==> src/best_fit_decreasing_quota_check_assert.svh <==
// ----------------------------------------------------------------------------
// Assertion macros for the best-fit-decreasing quota check.
// Every macro samples on i_clk and is disabled while i_rst_n is low.
// ----------------------------------------------------------------------------
`ifndef BEST_FIT_DECREASING_QUOTA_CHECK_ASSERT_SVH
`define BEST_FIT_DECREASING_QUOTA_CHECK_ASSERT_SVH

`ifndef ASSERT_OFF

// The consequent must hold in the same cycle as the antecedent.
`define BFDQC_ASSERT_SAME(lbl, ante, cons) \
    lbl: assert property (@(posedge i_clk) disable iff (!i_rst_n) (ante) |-> (cons)) \
        else $error("bfdqc: assertion failed");

// The consequent must hold in the cycle after the antecedent.
`define BFDQC_ASSERT_NEXT(lbl, ante, cons) \
    lbl: assert property (@(posedge i_clk) disable iff (!i_rst_n) (ante) |=> (cons)) \
        else $error("bfdqc: assertion failed");

`else

`define BFDQC_ASSERT_SAME(lbl, ante, cons)
`define BFDQC_ASSERT_NEXT(lbl, ante, cons)

`endif

`endif

==> src/bfdqc_pkg.sv <==
// ----------------------------------------------------------------------------
// bfdqc_pkg
// Beat types and function codes shared by the quota check files.
// ----------------------------------------------------------------------------
package bfdqc_pkg;

    localparam int AMOUNT_WIDTH = 48;

    typedef logic [1:0] t_func;

    localparam t_func FUNC_LOAD_LOC = 2'd0;
    localparam t_func FUNC_LOAD_REQ = 2'd1;
    localparam t_func FUNC_EVAL     = 2'd2;

    typedef struct packed {
        t_func                          func;
        logic signed [AMOUNT_WIDTH-1:0] amount;
    } t_in_beat;

    typedef struct packed {
        logic satisfiable;
        logic overflow;
    } t_out_beat;

endpackage

==> src/bfdqc_ram.sv <==
// ----------------------------------------------------------------------------
// bfdqc_ram
// Generic RAM with one write port and one read port; read data is registered.
// ----------------------------------------------------------------------------
module bfdqc_ram #(
    parameter int WIDTH = 8,
    parameter int DEPTH = 16,
    parameter int AW    = (DEPTH > 1) ? $clog2(DEPTH) : 1
) (
    input  logic             i_clk,
    input  logic             i_we,
    input  logic [AW-1:0]    i_waddr,
    input  logic [WIDTH-1:0] i_wdata,
    input  logic [AW-1:0]    i_raddr,
    output logic [WIDTH-1:0] o_rdata
);

    logic [WIDTH-1:0] r_mem [DEPTH];
    logic [WIDTH-1:0] r_rdata;

    always_ff @(posedge i_clk) begin
        if (i_we) begin
            r_mem[i_waddr] <= i_wdata;
        end
        r_rdata <= r_mem[i_raddr];
    end

    assign o_rdata = r_rdata;

endmodule

==> src/best_fit_decreasing_quota_check.sv <==
// ----------------------------------------------------------------------------
// best_fit_decreasing_quota_check
// Checks whether loaded space requests fit on loaded storage locations when
// placed largest first, each on the tightest location that still holds it.
// ----------------------------------------------------------------------------
// Usage:
// The input channel (i_in_valid, o_in_stall, i_in_data) carries one beat per
// item. A load beat (location free space or request size) is written to its
// RAM at the current fill count; loads follow each other back to back. A
// load into a full store is dropped and noted.
// An evaluate beat starts the placement. For each request the request RAM is
// swept for the largest entry, that entry is removed by moving the last one
// into its slot, the location RAM is swept for the best fit and the chosen
// location is written back with its remaining space. If no location holds
// the request, the evaluation ends unsatisfied. Each store has a single RAM
// read port. o_in_stall is high throughout.
// The result beat (o_out_valid, i_out_stall, o_out_data) sits in an output
// register; further loads are accepted while it waits. A second evaluation
// holds in its final state until the first result has been taken.
// Both stores are emptied when the result is issued. Reset clears the fill
// counts, the overflow flag and the output valid flag; RAM contents are left.
// ----------------------------------------------------------------------------
`include "best_fit_decreasing_quota_check_assert.svh"

module best_fit_decreasing_quota_check #(
    parameter int MAX_LOCATIONS = 16,
    parameter int MAX_REQUESTS  = 64
) (
    input  logic                 i_clk,
    input  logic                 i_rst_n,
    input  logic                 i_in_valid,
    output logic                 o_in_stall,
    input  bfdqc_pkg::t_in_beat  i_in_data,
    output logic                 o_out_valid,
    input  logic                 i_out_stall,
    output bfdqc_pkg::t_out_beat o_out_data
);

    localparam int W  = bfdqc_pkg::AMOUNT_WIDTH;
    localparam int LA = (MAX_LOCATIONS > 1) ? $clog2(MAX_LOCATIONS) : 1;
    localparam int RA = (MAX_REQUESTS > 1) ? $clog2(MAX_REQUESTS) : 1;
    localparam int LC = $clog2(MAX_LOCATIONS + 1);
    localparam int RC = $clog2(MAX_REQUESTS + 1);

    typedef enum logic [2:0] {
        S_IDLE,
        S_RSCAN,
        S_RFIX,
        S_LSCAN,
        S_LFIX,
        S_DONE
    } t_state;

    t_state                r_state;
    logic [LC-1:0]         r_lcnt;
    logic [RC-1:0]         r_rcnt;
    logic                  r_ovf;
    logic [LC-1:0]         r_laddr;
    logic [RC-1:0]         r_raddr;
    logic                  r_rd_v;
    logic [RA-1:0]         r_rd_ridx;
    logic [LA-1:0]         r_rd_lidx;
    logic signed [W-1:0]   r_max;
    logic [RA-1:0]         r_maxidx;
    logic signed [W-1:0]   r_last;
    logic signed [W-1:0]   r_req;
    logic                  r_found;
    logic signed [W-1:0]   r_best;
    logic [LA-1:0]         r_bestidx;
    logic                  r_ok;
    logic                  r_out_v;
    bfdqc_pkg::t_out_beat  r_out;

    logic                  w_loc_we;
    logic [LA-1:0]         w_loc_waddr;
    logic [W-1:0]          w_loc_wdata;
    logic [W-1:0]          w_loc_rdata;
    logic                  w_req_we;
    logic [RA-1:0]         w_req_waddr;
    logic [W-1:0]          w_req_wdata;
    logic [W-1:0]          w_req_rdata;
    logic signed [W-1:0]   w_loc_rs;
    logic signed [W-1:0]   w_req_rs;
    logic [W-1:0]          w_diff;
    logic [W-1:0]          w_take;
    logic                  w_load_loc;
    logic                  w_load_req;

    assign w_load_loc = (r_state == S_IDLE) && i_in_valid
                        && (i_in_data.func == bfdqc_pkg::FUNC_LOAD_LOC)
                        && (r_lcnt < LC'(MAX_LOCATIONS));
    assign w_load_req = (r_state == S_IDLE) && i_in_valid
                        && (i_in_data.func == bfdqc_pkg::FUNC_LOAD_REQ)
                        && (r_rcnt < RC'(MAX_REQUESTS));

    // The true difference lies in [0, 2^W - 1], so the modulo difference is
    // exact and only its top bit decides whether it saturates.
    assign w_diff = W'(r_best) - W'(r_req);
    assign w_take = w_diff[W-1] ? {1'b0, {(W-1){1'b1}}} : w_diff;

    assign w_loc_we    = w_load_loc || (r_state == S_LFIX);
    assign w_loc_waddr = (r_state == S_LFIX) ? r_bestidx : r_lcnt[LA-1:0];
    assign w_loc_wdata = (r_state == S_LFIX) ? w_take : W'(i_in_data.amount);

    // Removing the chosen request moves the last live entry into its slot.
    assign w_req_we    = w_load_req || (r_state == S_RFIX);
    assign w_req_waddr = (r_state == S_RFIX) ? r_maxidx : r_rcnt[RA-1:0];
    assign w_req_wdata = (r_state == S_RFIX) ? W'(r_last) : W'(i_in_data.amount);

    assign w_loc_rs = w_loc_rdata;
    assign w_req_rs = w_req_rdata;

    bfdqc_ram #(
        .WIDTH (W),
        .DEPTH (MAX_LOCATIONS),
        .AW    (LA)
    ) u_loc_ram (
        .i_clk   (i_clk),
        .i_we    (w_loc_we),
        .i_waddr (w_loc_waddr),
        .i_wdata (w_loc_wdata),
        .i_raddr (r_laddr[LA-1:0]),
        .o_rdata (w_loc_rdata)
    );

    bfdqc_ram #(
        .WIDTH (W),
        .DEPTH (MAX_REQUESTS),
        .AW    (RA)
    ) u_req_ram (
        .i_clk   (i_clk),
        .i_we    (w_req_we),
        .i_waddr (w_req_waddr),
        .i_wdata (w_req_wdata),
        .i_raddr (r_raddr[RA-1:0]),
        .o_rdata (w_req_rdata)
    );

    always_ff @(posedge i_clk) begin
        if (!i_rst_n) begin
            r_state <= S_IDLE;
            r_lcnt  <= '0;
            r_rcnt  <= '0;
            r_ovf   <= 1'b0;
            r_rd_v  <= 1'b0;
            r_found <= 1'b0;
            r_out_v <= 1'b0;
        end else begin
            // In the final state the output register is refilled below instead.
            if (r_out_v && !i_out_stall && (r_state != S_DONE)) begin
                r_out_v <= 1'b0;
            end
            unique case (r_state)
                S_IDLE: begin
                    if (i_in_valid) begin
                        unique case (i_in_data.func)
                            bfdqc_pkg::FUNC_LOAD_LOC: begin
                                if (w_load_loc) begin
                                    r_lcnt <= r_lcnt + LC'(1);
                                end else begin
                                    r_ovf <= 1'b1;
                                end
                            end
                            bfdqc_pkg::FUNC_LOAD_REQ: begin
                                if (w_load_req) begin
                                    r_rcnt <= r_rcnt + RC'(1);
                                end else begin
                                    r_ovf <= 1'b1;
                                end
                            end
                            bfdqc_pkg::FUNC_EVAL: begin
                                r_raddr <= '0;
                                r_rd_v  <= 1'b0;
                                r_state <= S_RSCAN;
                            end
                            default: begin
                            end
                        endcase
                    end
                end
                S_RSCAN: begin
                    if (r_raddr < r_rcnt) begin
                        r_raddr   <= r_raddr + RC'(1);
                        r_rd_v    <= 1'b1;
                        r_rd_ridx <= r_raddr[RA-1:0];
                    end else begin
                        r_rd_v <= 1'b0;
                    end
                    if (r_rd_v) begin
                        if (r_rd_ridx == '0 || w_req_rs > r_max) begin
                            r_max    <= w_req_rs;
                            r_maxidx <= r_rd_ridx;
                        end
                        r_last <= w_req_rs;
                    end
                    if (r_rcnt == '0) begin
                        r_ok    <= 1'b1;
                        r_state <= S_DONE;
                    end else if (r_raddr == r_rcnt && !r_rd_v) begin
                        r_state <= S_RFIX;
                    end
                end
                S_RFIX: begin
                    r_rcnt  <= r_rcnt - RC'(1);
                    r_req   <= r_max;
                    r_laddr <= '0;
                    r_rd_v  <= 1'b0;
                    r_found <= 1'b0;
                    r_state <= S_LSCAN;
                end
                S_LSCAN: begin
                    if (r_laddr < r_lcnt) begin
                        r_laddr   <= r_laddr + LC'(1);
                        r_rd_v    <= 1'b1;
                        r_rd_lidx <= r_laddr[LA-1:0];
                    end else begin
                        r_rd_v <= 1'b0;
                    end
                    if (r_rd_v && w_loc_rs >= r_req && (!r_found || w_loc_rs < r_best)) begin
                        r_best    <= w_loc_rs;
                        r_bestidx <= r_rd_lidx;
                        r_found   <= 1'b1;
                    end
                    if (r_laddr == r_lcnt && !r_rd_v) begin
                        if (r_found) begin
                            r_state <= S_LFIX;
                        end else begin
                            r_ok    <= 1'b0;
                            r_state <= S_DONE;
                        end
                    end
                end
                S_LFIX: begin
                    r_raddr <= '0;
                    r_rd_v  <= 1'b0;
                    r_state <= S_RSCAN;
                end
                S_DONE: begin
                    if (!r_out_v || !i_out_stall) begin
                        r_out_v             <= 1'b1;
                        r_out.satisfiable   <= r_ok;
                        r_out.overflow      <= r_ovf;
                        r_lcnt              <= '0;
                        r_rcnt              <= '0;
                        r_ovf               <= 1'b0;
                        r_state             <= S_IDLE;
                    end
                end
                default: begin
                    r_state <= S_IDLE;
                end
            endcase
        end
    end

    assign o_in_stall  = (r_state != S_IDLE);
    assign o_out_valid = r_out_v;
    assign o_out_data  = r_out;

    `BFDQC_ASSERT_SAME(a_lcnt_range, 1'b1, r_lcnt <= LC'(MAX_LOCATIONS))
    `BFDQC_ASSERT_SAME(a_rcnt_range, 1'b1, r_rcnt <= RC'(MAX_REQUESTS))
    `BFDQC_ASSERT_SAME(a_fix_has_fit, r_state == S_LFIX, r_found)
    `BFDQC_ASSERT_NEXT(a_done_clears, r_state == S_DONE && (!r_out_v || !i_out_stall), r_out_v && r_lcnt == '0 && r_rcnt == '0 && !r_ovf)

endmodule

==> config.mk <==
export PLATFORM = sky130hd
export DESIGN_NAME = best_fit_decreasing_quota_check
export DESIGN_NICKNAME = d
export VERILOG_FILES = /design/src/bfdqc_pkg.sv /design/src/bfdqc_ram.sv /design/src/best_fit_decreasing_quota_check.sv
export VERILOG_INCLUDE_DIRS = /design/src /design/src/src
export SDC_FILE = /design/constraint.sdc
export NUM_CORES = 2
export LEC_CHECK = 0
export ABC_AREA = 1
export BUFFER_PORTS_ARGS = -buffer_cell sky130_fd_sc_hd__buf_2
export CAP_MARGIN = 15
export CORE_ASPECT_RATIO = 0.7
export CORE_MARGIN = 4
export CORE_UTILIZATION = 50
export CTS_BUF_LIST = sky130_fd_sc_hd__clkbuf_4
export CTS_CLUSTER_DIAMETER = 80
export DETAILED_ROUTE_END_ITERATION = 10
export PLACE_DENSITY = 0.69
export SLEW_MARGIN = 30
export SYNTH_ARGS = -nofsm -noshare
export SYNTH_HDL_FRONTEND = slang
export SYNTH_SLANG_ARGS = --single-unit
==> constraint.sdc <==
create_clock -name i_clk -period 15.4 [get_ports i_clk]
set_input_delay 1.54 -clock i_clk [delete_from_list [all_inputs] [get_ports i_clk]]
set_output_delay 1.54 -clock i_clk [all_outputs]
set_load 0.01 [all_outputs]
==> insert_results.sql <==
INSERT INTO impl_metrics (metric_group, metric, value, unit) VALUES
('outcome', 'status', 'finished, final reports clean', ''),
('setup_path', 'critical_path_rt', '16.68', 'ns'),
('synthesis', 'asyncSetResetFlopFracSynth', '0', '%'),
('clocking', 'cts_max_level', '6', ''),
('clocking', 'cts.root.buffer_cell', 'clkbuf_4', ''),
('synthesis', 'synth_cell_types', '54', ''),
('clocking', 'hold_fix_buffers_at_cts', '0', ''),
('sta', 'clock.fmax', '152', 'MHz'),
('synthesis', 'total_nets_after_synthesis', '13200', ''),
('clocking', 'cts_repair_resize_count', '0', ''),
('synthesis', 'synth_enable_flop_cells', '4067', ''),
('floorplanning', 'coreArea', '336000', 'um^2'),
('placement', 'dpl.hpwl', '275000', 'um'),
('power_and_ir_drop', 'internal_power', '17.0', 'mW'),
('global_route', 'grt_antenna_before_repair', '30', ''),
('synthesis', 'syn_area_per_cell', '13.1', 'um^2'),
('setup_path', 'critical_path.max_fanout', '101', ''),
('hold_path', 'hp-start', 'r_rd_lidx[3]', ''),
('routing', 'via_per_instance_ratio', '6.11', ''),
('setup_path', 'worst-endpoint-arrival', '7.85', 'ns'),
('setup_path', 'critical_path_class', 'reg2reg', ''),
('floorplanning', 'starting_density_of_the_core', '50.2', '%'),
('sta', 'grt_setup_unrepaired', 'false', ''),
('power_and_ir_drop', 'sequentialPowerShare', '57.1', '%'),
('setup_path', 'crit_path_launch_type', 'register', ''),
('global_route', 'grt_start_max_net_pins', '240', ''),
('power_and_ir_drop', 'power.static_leakage', '62.3', 'nW'),
('clocking', 'cts_buffers', '916', ''),
('routing', 'drc', '0', ''),
('clocking', 'clk-insertion-delay-late', '1.48', 'ns'),
('global_route', 'grt_pass1_wl', '720000', 'um'),
('global_route', 'grt_remaining_overflow', '0', ''),
('placement', 'port_buffers', '57', ''),
('synthesis', 'synth_largest_type_area_fraction', '72.4', '%'),
('finish', 'finish.net_count', '13500', ''),
('sta', 'min_period', '6.57', 'ns'),
('global_route', 'grt_util_all_layers', '28.2', '%'),
('clocking', 'clock_slew_at_the_register_clock_pins_of_the_worst_setup_and_hold_paths', '0.07', 'ns'),
('sta', 'timing_worst_slew_pin_value', '1.16', 'ns'),
('synthesis', 'yosysSeqAreaShare', '73.7', '%'),
('global_route', 'grt_pass1_vias', '105000', ''),
('routing', 'drt_iter0_drc', '17800', ''),
('power_and_ir_drop', 'combinational_power_share', '3.3', '%'),
('sta', 'max_slew_margin', '22.7', '%'),
('synthesis', 'yosys.area.top_type', 'edfxtp_1', ''),
('hold_path', 'hold_path_depth', '0', ''),
('sta', 'fin_skew', '0.147', 'ns'),
('power_and_ir_drop', 'netsw', '4.95', 'mW'),
('sta', 'hold_viol', '0', ''),
('power_and_ir_drop', 'p_sw_share', '22.5', '%'),
('clocking', 'tritoncts', 'yes', ''),
('floorplanning', 'num_rows', '178', ''),
('setup_path', 'setup_crit_end_kind', 'register', ''),
('routing', 'vias', '113000', ''),
('sta', 'finalCritPeriodShare', '42.7', '%'),
('floorplanning', 'fp.dieArea', '347000', 'um^2'),
('synthesis', 'ys.flop_type', 'edfxtp_1', ''),
('sta', 'hold-worst-slack', '0.410', 'ns'),
('routing', 'ant_nets', '0', ''),
('sta', 'finalSetupViolCount', '0', ''),
('routing', 'detail_route.first_pass.iterations', '6', ''),
('power_and_ir_drop', 'power_density', '118', 'nW/um^2'),
('clocking', 'cts.sinks', '4182', ''),
('power_and_ir_drop', 'report.power.total', '22.0', 'mW'),
('finish', 'layout-drive-gt1-share', '14.2', '%'),
('power_and_ir_drop', 'vdd_drop_max', '0.106', 'mV'),
('finish', 'syn2layout_area_growth', '10.5', '%'),
('floorplanning', 'io-pin-count', '58', ''),
('synthesis', 'synth.area.top_cells', 'edfxtp_1 72%, nor2_1 5.2%, o21ai_0 5.1%, o221ai_1 2.4%, nand2_1 2.2%', ''),
('setup_path', 'r2r_setup_slack', '8.83', 'ns'),
('setup_path', 'reg2regPathDepth', '12', '');
[flip-flops by register name (all words and copies together), names as in the netlist, 6 cells and up]
signal and cells:
r_req 48, r_rd_ridx 6, u_loc_ram.o_rdata 48, r_last 48
u_loc_ram.r_mem 768, r_raddr 7, u_req_ram.r_mem 3072, r_rcnt 7
u_req_ram.o_rdata 48, r_maxidx 6, r_max 48, r_best 48
[cells by family after synthesis]
logic type	Yosys count	share of synthesized area, %
and+or+nand+nor	3849	9.09
muxes	80	0.475
xor gates and xnor gates	30	0.156
adders and majority gates	212	1.58
buffers and inverters	1249	3.05
AOI/OAI and AO/OA	3288	11.9
DFF	4182	73.7
[layout by cell type (no fill, tap or decap), types with 304 or more instances in the layout]
master	n
clkbuf_4	1443
o211ai_1	409
o21ai_0	1703
nand3_1	428
nor2_1	2236
edfxtp_1	4067
inv_1	395
o22ai_1	304
o221ai_1	457
nand2_1	934
[cells in the mapped netlist, types with 23 or more instances]
| cell type | count |
|---|---|
| clkbuf_1 | 588 |
| xor2_1 | 23 |
| inv_1 | 401 |
| o32ai_1 | 112 |
| o21ai_1 | 119 |
| nand3_1 | 428 |
| o211ai_1 | 409 |
| nor2_1 | 2323 |
| a21oi_1 | 153 |
| mux2i_1 | 80 |
| o21ai_0 | 1704 |
| nand2_1 | 982 |
| buf_1 | 46 |
| ha_1 | 210 |
| buf_4 | 52 |
| o221ai_1 | 457 |
| edfxtp_1 | 4067 |
| nand4_1 | 44 |
| dfxtp_1 | 115 |
| o22ai_1 | 304 |
| buf_2 | 140 |
[metrics by stage]
step	util, %	cell area [um^2]	instances
after global placement	51.7	174000	16800
final	55.5	186000	18500
after detailed placement	51.8	174000	16800
after floorplan	-	169000	12900
after CTS	55.3	186000	18500
after global routing	55.4	186000	18500
[worst max path at each step]
stage,slack [ns],startpoint,end,cells after the start
floorplan,8.08,i_in_valid,u_req_ram.r_mem[58][0],7
global placement,9.24,r_raddr[0],u_req_ram.o_rdata[5],12
detailed placement,9.06,r_raddr[0],u_req_ram.o_rdata[5],12
CTS,9.02,r_raddr[0],u_req_ram.o_rdata[5],12
global route,8.50,r_raddr[0],u_req_ram.o_rdata[5],12
finish,8.83,r_raddr[0],u_req_ram.o_rdata[5],12
[metal layers]
metal | vias up | wire length, um | global-route usage, %
met2 | 7564 | 211000 | 39.7
li1 | 49500 | - | -
met4 | 10 | 19400 | 11.1
met3 | 941 | 72300 | 8.39
met5 | - | 483 | 0
met1 | 55200 | 199000 | 41.3
[area by class of cell]
type | count | area, um^2
antenna | 17 | 42.5
clock buffer | 1443 | 10800
clock inverter | 218 | 1170
fill | 27200 | 150000
inverter | 411 | 1590
multi-input combinational | 7459 | 40100
sequential | 4182 | 124000
tap | 4500 | 5630
timing repair buffer | 295 | 2600
[power by group through the flow]
stage                     clock [mW]  combinational [mW]  sequential (mW)
after floorplan                    0               0.390             12.8
after global placement             0               0.699             12.8
after detailed placement           0               0.711             12.8
after CTS                       8.80               0.712             12.6
after global routing            9.44               0.778             12.6
final                           8.70               0.736             12.6
[critical path, cell delays in order, from the launching register on]
cell and delay [ns]:
edfxtp_1 0.58, buf_4 0.70, buf_4 0.70, buf_4 0.79, buf_4 0.69, buf_4 0.81, buf_4 0.88, o21ai_0 0.27
o221ai_1 0.21, o211ai_1 0.11, nand2_1 0.14, nand2_1 0.12, nand3_1 0.14
Power figures use the tool's default switching activity.
